<file path="src/design/round_robin_run_and_timed_pause_queue_defines.svh">
// Assertion macros for the round-robin run and timed pause queue.
`ifndef ROUND_ROBIN_RUN_AND_TIMED_PAUSE_QUEUE_DEFINES_SVH
`define ROUND_ROBIN_RUN_AND_TIMED_PAUSE_QUEUE_DEFINES_SVH

// Same-cycle implication, disabled in reset
`define RRTQ_ASSERT_NOW(label, clk, rst_n, ante, cons) \
    label: assert property (@(posedge clk) disable iff (!rst_n) (ante) |-> (cons)) \
        else $error("rrtq assertion failed");

// Next-cycle implication, disabled in reset
`define RRTQ_ASSERT_NEXT(label, clk, rst_n, ante, cons) \
    label: assert property (@(posedge clk) disable iff (!rst_n) (ante) |=> (cons)) \
        else $error("rrtq assertion failed");

`endif

</file>
<file path="src/design/rrtq_pkg.sv">
// Package: constants, codes and controller/datapath interface types.
`default_nettype none
package rrtq_pkg;

    localparam int RUN_DEPTH   = 64;
    localparam int PAUSE_DEPTH = 64;
    localparam int RUN_AW      = $clog2(RUN_DEPTH);
    localparam int PAUSE_AW    = $clog2(PAUSE_DEPTH);
    localparam int RUN_CW      = $clog2(RUN_DEPTH + 1);
    localparam int PAUSE_CW    = $clog2(PAUSE_DEPTH + 1);
    localparam int IDX_W       = (RUN_CW > PAUSE_CW) ? RUN_CW : PAUSE_CW;
    localparam int COUNT_W     = 7;

    // action codes
    localparam logic [2:0] ACT_ENQUEUE = 3'd0;
    localparam logic [2:0] ACT_DEQUEUE = 3'd1;
    localparam logic [2:0] ACT_PAUSE   = 3'd2;
    localparam logic [2:0] ACT_RESTART = 3'd3;
    localparam logic [2:0] ACT_PICK    = 3'd4;
    localparam logic [2:0] ACT_RETIRE  = 3'd5;

    // status codes
    localparam logic [1:0] ST_OK        = 2'd0;
    localparam logic [1:0] ST_FULL      = 2'd1;
    localparam logic [1:0] ST_NOT_FOUND = 2'd2;

    typedef enum logic [4:0] {
        S_IDLE, S_DISPATCH,
        S_RSRCH_RD, S_RSRCH_CMP, S_RDROP_RD, S_RDROP_WR, S_AFTER_DROP,
        S_PSRCH_RD, S_PSRCH_CMP, S_PSHIFT_RD, S_PSHIFT_WR,
        S_QSRCH_RD, S_QSRCH_CMP, S_QDROP_RD, S_QDROP_WR,
        S_PICK_FIN, S_MOD, S_RET_CMP, S_DONE
    } state_t;

    typedef enum logic [4:0] {
        OP_NONE, OP_LOAD, OP_APPEND, OP_SET_NF, OP_SET_FULL,
        OP_RUN_RD_K, OP_RUN_RD_K1, OP_RUN_WR_K, OP_K_INC, OP_K_CLR, OP_RUN_FIN,
        OP_PS_RD_K, OP_PS_RD_K1, OP_PS_RD_KM1, OP_PS_WR_K_INC, OP_PS_WR_K_DEC,
        OP_POS_K, OP_PS_INS, OP_PS_FIN,
        OP_PICK_RD, OP_PICK_FIN, OP_IDLE_PICK,
        OP_MOD_LOAD, OP_MOD_SUB, OP_RUN_RD_M, OP_K_FROM_M, OP_OUT
    } dp_op_t;

    typedef struct packed {
        logic [2:0] act;
        logic       leave;
        logic       run_empty;
        logic       pause_full;
        logic       lpv;
        logic       k_lt_run;
        logic       k1_lt_run;
        logic       k_lt_pause;
        logic       k1_lt_pause;
        logic       k_gt_pos;
        logic       run_match;
        logic       pause_id_match;
        logic       pause_time_gt;
        logic       mod_ge;
        logic       out_free;
    } dp_status_t;

endpackage
`default_nettype wire

</file>
<file path="src/design/rrtq_ctrl.sv">
// Controller: sequencer state machine issuing datapath micro-operations.
`default_nettype none
module rrtq_ctrl (
    input  wire                 clk,
    input  wire                 rst_n,
    input  wire                 in_valid,
    output logic                in_ready,
    input  rrtq_pkg::dp_status_t st,
    output rrtq_pkg::dp_op_t    op
);

    rrtq_pkg::state_t state_reg, state_next;

    // state register
    always_ff @(posedge clk or negedge rst_n)
    begin
        if (!rst_n)
            state_reg <= rrtq_pkg::S_IDLE;
        else
            state_reg <= state_next;
    end

    // next state
    always_comb
    begin
        state_next = state_reg;
        unique case (state_reg)
            rrtq_pkg::S_IDLE:
                if (in_valid) state_next = rrtq_pkg::S_DISPATCH;
            rrtq_pkg::S_DISPATCH:
            begin
                unique case (st.act)
                    rrtq_pkg::ACT_DEQUEUE, rrtq_pkg::ACT_PAUSE:
                        state_next = rrtq_pkg::S_RSRCH_RD;
                    rrtq_pkg::ACT_RESTART:
                        state_next = rrtq_pkg::S_QSRCH_RD;
                    rrtq_pkg::ACT_PICK:
                        state_next = st.run_empty ? rrtq_pkg::S_DONE : rrtq_pkg::S_PICK_FIN;
                    rrtq_pkg::ACT_RETIRE:
                        state_next = (st.run_empty || !st.lpv) ? rrtq_pkg::S_DONE
                                                                : rrtq_pkg::S_MOD;
                    default:
                        state_next = rrtq_pkg::S_DONE;
                endcase
            end
            rrtq_pkg::S_RSRCH_RD:
                state_next = st.k_lt_run ? rrtq_pkg::S_RSRCH_CMP : rrtq_pkg::S_DONE;
            rrtq_pkg::S_RSRCH_CMP:
                state_next = st.run_match ? rrtq_pkg::S_RDROP_RD : rrtq_pkg::S_RSRCH_RD;
            rrtq_pkg::S_RDROP_RD:
                state_next = st.k1_lt_run ? rrtq_pkg::S_RDROP_WR : rrtq_pkg::S_AFTER_DROP;
            rrtq_pkg::S_RDROP_WR:
                state_next = rrtq_pkg::S_RDROP_RD;
            rrtq_pkg::S_AFTER_DROP:
                state_next = (st.act == rrtq_pkg::ACT_PAUSE && !st.pause_full)
                             ? rrtq_pkg::S_PSRCH_RD : rrtq_pkg::S_DONE;
            rrtq_pkg::S_PSRCH_RD:
                state_next = st.k_lt_pause ? rrtq_pkg::S_PSRCH_CMP : rrtq_pkg::S_PSHIFT_RD;
            rrtq_pkg::S_PSRCH_CMP:
                state_next = st.pause_time_gt ? rrtq_pkg::S_PSHIFT_RD : rrtq_pkg::S_PSRCH_RD;
            rrtq_pkg::S_PSHIFT_RD:
                state_next = st.k_gt_pos ? rrtq_pkg::S_PSHIFT_WR : rrtq_pkg::S_DONE;
            rrtq_pkg::S_PSHIFT_WR:
                state_next = rrtq_pkg::S_PSHIFT_RD;
            rrtq_pkg::S_QSRCH_RD:
                state_next = st.k_lt_pause ? rrtq_pkg::S_QSRCH_CMP : rrtq_pkg::S_DONE;
            rrtq_pkg::S_QSRCH_CMP:
                state_next = st.pause_id_match ? rrtq_pkg::S_QDROP_RD : rrtq_pkg::S_QSRCH_RD;
            rrtq_pkg::S_QDROP_RD:
                state_next = st.k1_lt_pause ? rrtq_pkg::S_QDROP_WR : rrtq_pkg::S_DONE;
            rrtq_pkg::S_QDROP_WR:
                state_next = rrtq_pkg::S_QDROP_RD;
            rrtq_pkg::S_PICK_FIN:
                state_next = rrtq_pkg::S_DONE;
            rrtq_pkg::S_MOD:
                state_next = st.mod_ge ? rrtq_pkg::S_MOD : rrtq_pkg::S_RET_CMP;
            rrtq_pkg::S_RET_CMP:
                state_next = (st.run_match && st.leave) ? rrtq_pkg::S_RDROP_RD
                                                        : rrtq_pkg::S_DONE;
            rrtq_pkg::S_DONE:
                if (st.out_free) state_next = rrtq_pkg::S_IDLE;
            default:
                state_next = rrtq_pkg::S_IDLE;
        endcase
    end

    // outputs: micro-operation per state
    always_comb
    begin
        op       = rrtq_pkg::OP_NONE;
        in_ready = 1'b0;
        unique case (state_reg)
            rrtq_pkg::S_IDLE:
            begin
                in_ready = 1'b1;
                if (in_valid) op = rrtq_pkg::OP_LOAD;
            end
            rrtq_pkg::S_DISPATCH:
            begin
                unique case (st.act)
                    rrtq_pkg::ACT_ENQUEUE:
                        op = rrtq_pkg::OP_APPEND;
                    rrtq_pkg::ACT_PICK:
                        op = st.run_empty ? rrtq_pkg::OP_IDLE_PICK : rrtq_pkg::OP_PICK_RD;
                    rrtq_pkg::ACT_RETIRE:
                        op = (st.run_empty || !st.lpv) ? rrtq_pkg::OP_SET_NF
                                                       : rrtq_pkg::OP_MOD_LOAD;
                    default:
                        op = rrtq_pkg::OP_NONE;
                endcase
            end
            rrtq_pkg::S_RSRCH_RD:
                op = st.k_lt_run ? rrtq_pkg::OP_RUN_RD_K : rrtq_pkg::OP_SET_NF;
            rrtq_pkg::S_RSRCH_CMP:
                op = st.run_match ? rrtq_pkg::OP_NONE : rrtq_pkg::OP_K_INC;
            rrtq_pkg::S_RDROP_RD:
                op = st.k1_lt_run ? rrtq_pkg::OP_RUN_RD_K1 : rrtq_pkg::OP_RUN_FIN;
            rrtq_pkg::S_RDROP_WR:
                op = rrtq_pkg::OP_RUN_WR_K;
            rrtq_pkg::S_AFTER_DROP:
            begin
                if (st.act == rrtq_pkg::ACT_PAUSE)
                    op = st.pause_full ? rrtq_pkg::OP_SET_FULL : rrtq_pkg::OP_K_CLR;
            end
            rrtq_pkg::S_PSRCH_RD:
                op = st.k_lt_pause ? rrtq_pkg::OP_PS_RD_K : rrtq_pkg::OP_POS_K;
            rrtq_pkg::S_PSRCH_CMP:
                op = st.pause_time_gt ? rrtq_pkg::OP_POS_K : rrtq_pkg::OP_K_INC;
            rrtq_pkg::S_PSHIFT_RD:
                op = st.k_gt_pos ? rrtq_pkg::OP_PS_RD_KM1 : rrtq_pkg::OP_PS_INS;
            rrtq_pkg::S_PSHIFT_WR:
                op = rrtq_pkg::OP_PS_WR_K_DEC;
            rrtq_pkg::S_QSRCH_RD:
                op = st.k_lt_pause ? rrtq_pkg::OP_PS_RD_K : rrtq_pkg::OP_SET_NF;
            rrtq_pkg::S_QSRCH_CMP:
                op = st.pause_id_match ? rrtq_pkg::OP_NONE : rrtq_pkg::OP_K_INC;
            rrtq_pkg::S_QDROP_RD:
                op = st.k1_lt_pause ? rrtq_pkg::OP_PS_RD_K1 : rrtq_pkg::OP_PS_FIN;
            rrtq_pkg::S_QDROP_WR:
                op = rrtq_pkg::OP_PS_WR_K_INC;
            rrtq_pkg::S_PICK_FIN:
                op = rrtq_pkg::OP_PICK_FIN;
            rrtq_pkg::S_MOD:
                op = st.mod_ge ? rrtq_pkg::OP_MOD_SUB : rrtq_pkg::OP_RUN_RD_M;
            rrtq_pkg::S_RET_CMP:
                op = (st.run_match && st.leave) ? rrtq_pkg::OP_K_FROM_M : rrtq_pkg::OP_SET_NF;
            rrtq_pkg::S_DONE:
                if (st.out_free) op = rrtq_pkg::OP_OUT;
            default:
                op = rrtq_pkg::OP_NONE;
        endcase
    end

endmodule
`default_nettype wire

</file>
<file path="config.mk">
export PLATFORM = sky130hd
export DESIGN_NAME = rrtq_ctrl
export DESIGN_NICKNAME = d
export VERILOG_FILES = /design/src/design/round_robin_run_and_timed_pause_queue_defines.svh /design/src/design/rrtq_pkg.sv /design/src/design/rrtq_ctrl.sv
export SDC_FILE = /design/constraint.sdc
export NUM_CORES = 1
export LEC_CHECK = 0
export BUFFER_PORTS_ARGS = -buffer_cell sky130_fd_sc_hd__buf_2
export CORE_MARGIN = 3
export CORE_UTILIZATION = 25
export CTS_CLUSTER_DIAMETER = 200
export DETAILED_ROUTE_END_ITERATION = 8
export PLACE_DENSITY = 0.44
export SYNTH_ARGS = -nofsm -noshare
export SYNTH_HDL_FRONTEND = slang
export SYNTH_SLANG_ARGS = --single-unit
</file>
<file path="constraint.sdc">
create_clock -name clk -period 1.6 [get_ports clk]
set_input_delay 0.16 -clock clk [delete_from_list [all_inputs] [get_ports clk]]
set_output_delay 0.16 -clock clk [all_outputs]
set_load 0.03 [all_outputs]
</file>
==> flow_summary.ini, run 1 <==
[worst_setup_path]
cpLargestDelayFamily = simple AND/OR/NAND/NOR gates
crit_path_cell_trace = buf_6 > nand2b_4 > a2bb2oi_2 > o22ai_2 > or4b_4 > buf_6
path_depth = 6
worst-path-buf-inv = 2
reg2reg_depth = 9
arrival_ns = 1.84
r2r-start = state_reg[3]
path_max_fanout = 5
cp-end-kind = output pin
critical-path-max-stage-delay_ns = 0.53
critPathKind = reg -> out
cp_data_required_time_ns = 1.44
startpoint_type = flop
worst_path_most_repeated_cell = buf_6
r2r_setup_slack_ns = -0.29
crit_path_end = op[4]
crit_path_top_delay_cell = or4b_4
critPathLaunch = state_reg[1]
reg2reg_to = state_reg[4]

[cts]
cts-root-buf = clkbuf_8
cts_sinks = 5
insertion_delay_ns = 0.21
cts_buffers = 3
cts_tree = built
cts_buffer_depth = 2
htree_num_levels = 1
clkSlewWorstSetupHoldPaths_ns = 0.03

[placed_design]
placed_cells = 264
dpl.hpwl_mm = 3.75
portBuffers = 25
gp_congestion = 0.955
pre_cts_ws_ns = -0.252

[synthesis]
syn_area_um2 = 1060
synth.avg_cell_area_um2 = 6.92
synth_edf_count = 0
synth-async-reset-ratio_pct = 100
syn_nets = 173
ys_ff_latch = 5
synthCells = 153
ys_warn_count = 0
ys.flop_type = dfrtp_1
yosysSeqAreaShare_pct = 11.8
synth_cell_types = 51

[timing]
max_freq_mhz = 501
drv_slew = 0
worst_pin_slew_ns = 0.438
setup_viol = 9
hold_viol_final = 0
fin_worst_skew_ns = 0.00190
setup_ws_ns = -0.398
slew-limit-headroom_pct = 70.4
min_period_ns = 2.00
period_share_pct = 125
rsz0062_at_grt = yes

[finish]
layout-drive-gt1-share_pct = 50.7
multi_input_area_um2 = 978
regArea_um2 = 128
area_growth_pct = 73.8
largest_reg_flops = 5
fill_cells = 417
antenna_cells = 0
fin_nets = 246
fin_cells = 275

[routing]
ant_nets = 0
wl_mm = 4.68
drc_errors = 0
wl_per_cell_um = 17.0
routed_via_density = 5.65
first_iter_violations = 75
vias = 1555
dr.pass1.iters = 4

[global_route]
antenna_found_initial = 0
grt_start_max_net_pins = 16
grt_use_total_pct = 18.0
grt_pass1_vias = 1553
grt-ovfl-total = 0
grt_pass1_wl_mm = 7.43

[floorplan]
floorplan.initialDensity_pct = 26.3
die_h_um = 71.1
die_x_um = 71.1
rows = 23
die-area_um2 = 5050
pin_count = 26
core_um2 = 4030

[power]
cellPowerDensity_nw_per_um2 = 1750
p_leak_nw = 0.744
total_power_mw = 3.21
p_int_mw = 1.69
peakVddDrop_mv = 0.762
power_frac_comb_pct = 85.5
p_switching_mw = 1.52
clock_power_share_pct = 6.9
p_sw_share_pct = 47.5
pwr-share-seq_pct = 7.6

[outcome]
status = finished with violations
violations = negative setup slack

[min_path]
hold_class = in -> async

[run]
maxCapViolations = 0
## Yosys cell counts, types with 2 or more instances
| cell type | instances | area [um2] |
|---|---|---|
| buf_1 | 2 | 7.51 |
| o32ai_1 | 2 | 17.5 |
| o2111ai_1 | 2 | 17.5 |
| nand2_1 | 10 | 37.5 |
| nor3_1 | 5 | 25.0 |
| a31oi_1 | 4 | 25.0 |
| nand4_1 | 3 | 18.8 |
| clkbuf_1 | 9 | 33.8 |
| or2_2 | 3 | 18.8 |
| nor4_1 | 4 | 25.0 |
| nand3_1 | 7 | 35.0 |
| or4b_1 | 3 | 30.0 |
| a21oi_1 | 8 | 40.0 |
| inv_1 | 5 | 18.8 |
| nand2b_1 | 5 | 31.3 |
| nor3b_1 | 4 | 30.0 |
| dfrtp_1 | 5 | 125 |
| buf_2 | 2 | 10.0 |
| o211ai_1 | 4 | 30.0 |
| or3b_2 | 2 | 17.5 |
| o21ai_0 | 7 | 35.0 |
| o22ai_1 | 2 | 12.5 |
| mux2i_1 | 2 | 20.0 |
| or3_1 | 2 | 12.5 |
| o31a_1 | 2 | 17.5 |
| nor2b_1 | 4 | 25.0 |
| nand3b_1 | 11 | 82.6 |
| nor2_1 | 11 | 41.3 |
## per-stage QoR
stage	cell area (um2)	hold slack [ns]	setup TNS (ns)	util, %
2_1_floorplan	1140	-0.136	-0.750	-
3_3_place_gp	1610	-0.0262	-1.31	40.0
3_5_place_dp	1610	-0.0253	-1.44	40.0
4_1_cts	1790	0.285	-2.41	44.5
5_1_grt	1840	0.298	-3.18	45.7
6_report	1840	0.293	-2.49	45.7
## how the worst min path moves through the flow
stage | end | slack, ns | from | cells after the start
2_1_floorplan | state_reg[0] | -0.14 | rst_n | 0
3_3_place_gp | state_reg[3] | -0.03 | rst_n | 1
3_5_place_dp | state_reg[4] | -0.03 | rst_n | 1
4_1_cts | state_reg[4] | 0.29 | rst_n | 2
5_1_grt | state_reg[4] | 0.30 | rst_n | 2
6_report | state_reg[4] | 0.29 | rst_n | 2
## cell type report
cell class	instances	share of cell area, %
clock buffer	4	2.45
inverter	5	1.02
multi-input combinational	129	53.2
sequential	5	6.94
tap	50	3.40
timing repair buffer	82	33.0
## cell families after synthesis
logic type             count (synthesis)  synth area share, %
AO/OA/AOI/OAI                         48                 33.1
buffers and inverters                 19                 7.68
AND/OR/NAND/NOR                       79                 45.5
flip-flops                             5                 11.8
multiplexers                           2                 1.89
## timing repair
action,4_1_cts,5_1_grt
cloned,0,1
endpoints found under the hold margin,5,0
buffers inserted,4,1
hold buffers,1,0
resized for setup,26,7
setup endpoints to repair,10,11
pin swaps,4,3
## cell usage in the layout, fill, tap and decap left out, types with 2 or more instances in the layout
cell,instances
nor3b_1,4
nor2_1,10
o211ai_1,4
dfrtp_1,3
nand3_1,7
nand2b_1,4
nand2_1,10
o21ai_0,7
buf_6,7
or3b_4,2
or3_4,2
buf_4,53
or4b_4,3
nand3b_1,11
or2_2,2
clkbuf_8,3
nand4_1,3
nor2b_1,3
a21oi_1,6
buf_2,20
a31oi_1,4
mux2i_1,2
o2111ai_1,2
nor4_2,2
inv_1,5
dfrtp_2,2
nor3_2,4
o32ai_1,2
o31a_1,2
## per-layer routing
| layer | up-vias | track usage [%] | wire (um) |
|---|---|---|---|
| met5 | - | 0 | 0 |
| met3 | 13 | 2.27 | 281 |
| met4 | 0 | 5.64 | 118 |
| met1 | 734 | 23.7 | 2010 |
| met2 | 66 | 30.6 | 2260 |
| li1 | 742 | - | - |
## power groups by stage
stage	Sequential [mW]	Combinational [mW]	Clock (mW)
after global routing	0.254	2.92	0.240
after floorplan	0.224	1.45	0
after detailed placement	0.233	2.37	0
after CTS	0.235	2.65	0.228
after global placement	0.230	2.39	0
final	0.245	2.75	0.221
(Power assumes the default switching activity.)
==> inputs of run 2 (changes only) <==
--- a/config.mk
+++ b/config.mk
@@ -6,7 +6,7 @@
 export NUM_CORES = 1
 export LEC_CHECK = 0
 export BUFFER_PORTS_ARGS = -buffer_cell sky130_fd_sc_hd__buf_2
-export CORE_MARGIN = 3
+export CORE_MARGIN = 2
 export CORE_UTILIZATION = 25
 export CTS_CLUSTER_DIAMETER = 200
 export DETAILED_ROUTE_END_ITERATION = 8
==> run 2 against run 1 <==
  * The run still ends with negative setup slack left
  * Critical path depth shrank 1
  * Design area is 15% higher
  * Largest power group unchanged
  * Critical endpoint is now op[3]
  * Global-route usage up 1.7 points
  * Register-to-register slack improved by 0.02 ns
  * First-iteration DRC count increased by 6.7%
  * Hold slack worse by 0.012 ns
  * Clock power is 4% higher
  * Setup slack got worse by 0.060 ns
  * Total power grew 18%
  * Sequential power increased by 4%
  * Core utilization grew 6.7 points
==> flow_summary.ini, run 2 (same netlist as run 1, synthesis figures left out) <==
[finish]
layout-drive-gt1-share_pct = 61.4
fill_cells = 373
multi_input_area_um2 = 1170
layout_commonest_cell = buf_4
area_growth_pct = 99.4
finalInstanceArea_um2 = 2110
layout_common_cells = buf_4, buf_2, buf_6, nand3b_1, nand2_1
fin_nets = 254
largest_reg_flops = 5
regArea_um2 = 128
antenna_cells = 0

[worst_setup_path]
path_max_fanout = 4
cp_data_required_time_ns = 1.44
reg2reg_depth = 8
critPathKind = reg -> out
worst-path-buf-inv = 1
reg2reg_to = state_reg[4]
startpoint_type = flop
crit_path_cell_trace = or3b_4 > or3_4 > o221a_4 > nand4_1 > buf_6
arrival_ns = 1.90
cpLargestDelayFamily = simple AND/OR/NAND/NOR gates
r2r-start = state_reg[3]
critical-path-max-stage-delay_ns = 0.42
r2r_setup_slack_ns = -0.27
crit_path_top_delay_cell = or3b_4
cp-end-kind = output pin

[timing]
rsz0062_at_grt = yes
slew-limit-headroom_pct = 71.9
fin_worst_skew_ns = 0.00519
hold_viol_final = 0
min_period_ns = 2.06
period_share_pct = 129
drv_slew = 0
setup_ws_ns = -0.458
worst_pin_slew_ns = 0.417
max_freq_mhz = 486
tns_ns = -2.78
setup_viol = 10

[floorplan]
die_x_um = 69.1
rows = 23
pin_count = 26
die_h_um = 69.1
die-area_um2 = 4770
core_um2 = 4030
floorplan.initialDensity_pct = 26.3

[placed_design]
gp_congestion = 0.914
portBuffers = 25
postPlaceCellArea_um2 = 1600
dpl.hpwl_mm = 3.58

[global_route]
grt_pass1_vias = 1558
grt_pass1_wl_mm = 7.83
antenna_found_initial = 0
grt-ovfl-total = 0
grt_start_max_net_pins = 15
grt_use_total_pct = 19.7

[routing]
drc_errors = 0
wl_mm = 5.06
wl_per_cell_um = 17.9
first_iter_violations = 80
vias = 1599
routed_via_density = 5.65
dr.pass1.iters = 4
ant_nets = 0

[run]
maxCapViolations = 0

[power]
p_int_mw = 1.98
clock_power_share_pct = 6.0
p_sw_share_pct = 47.8
cellPowerDensity_nw_per_um2 = 1800
p_switching_mw = 1.81
power_frac_comb_pct = 87.3
p_leak_nw = 0.850
pwr-share-seq_pct = 6.7
peakVddDrop_mv = 0.770

[cts]
cts_sinks = 5
cts_tree = built
cts_buffer_depth = 2
insertion_delay_ns = 0.22
cts-root-buf = clkbuf_8
htree_num_levels = 1
cts_buffers = 3
clkSlewWorstSetupHoldPaths_ns = 0.04

[outcome]
status = finished with violations
violations = negative setup slack

[min_path]
hold_class = in -> async
run 2: changes by cell type in the layout (fill, tap and decap cells not counted), sizes merged:
cell / before / now
buf: 81 / 89
run 2: worst register-to-register path, cell delays in order (launching register included):
cell,delay [ns]
dfrtp_1,0.40
buf_4,0.17
buf_4,0.16
nand3b_1,0.12
buf_4,0.12
buf_4,0.10
o32ai_1,0.07
nand3b_1,0.12
or4b_4,0.48
run 2: per-stage QoR:
| step | power (mW) | utilization, % | hold WS (ns) | setup slack, ns | instances |
|---|---|---|---|---|---|
| after detailed placement | 2.53 | 39.7 | -0.0253 | -0.254 | 264 |
| after global placement | 2.53 | 39.7 | -0.0279 | -0.242 | 264 |
| after global routing | 4.00 | 52.4 | 0.319 | -0.482 | 283 |
| after CTS | 3.35 | 47.6 | 0.286 | -0.426 | 278 |
| after floorplan | 1.68 | - | -0.136 | -0.205 | 153 |
| final | 3.79 | 52.4 | 0.280 | -0.458 | 283 |
run 2: how the worst max path moves through the flow:
stage	slack, ns	from	to	depth (start not counted)
after floorplan	-0.21	state_reg[3]	op[3]	4
after detailed placement	-0.25	state_reg[4]	op[3]	5
after global placement	-0.24	state_reg[4]	op[3]	5
final	-0.46	state_reg[1]	op[3]	5
after global routing	-0.48	state_reg[1]	op[3]	5
after CTS	-0.43	state_reg[3]	op[3]	5
run 2: layout make-up:
class                           instances  share of cell area [%]
Clock buffer                            4                    2.13
Inverter                                5                   0.889
Multi-Input combinational cell        129                    55.2
Sequential cell                         5                    6.05
Tap cell                               50                    2.96
Timing Repair Buffer                   90                    32.7
run 2: per-layer routing:
metal / up-vias / wire length [um] / track usage (%)
met4: 0 / 125 / 5.01
met3: 14 / 256 / 2.05
met2: 63 / 2560 / 34.5
met1: 760 / 2110 / 25.8
met5: - / 0 / 0
li1: 762 / - / -
run 2: timing repair:
action	4_1_cts	5_1_grt
gates resized for setup	48	30
endpoints found under the hold margin	5	0
endpoints found under the setup margin	10	11
pin swaps	13	13
hold buffers	1	0
setup buffers	10	6
run 2: power groups by stage:
stage	logic [mW]	registers (mW)	clock network [mW]
floorplan	1.45	0.224	0
global placement	2.30	0.231	0
detailed placement	2.30	0.234	0
CTS	2.88	0.249	0.228
global route	3.49	0.260	0.249
finish	3.31	0.254	0.229
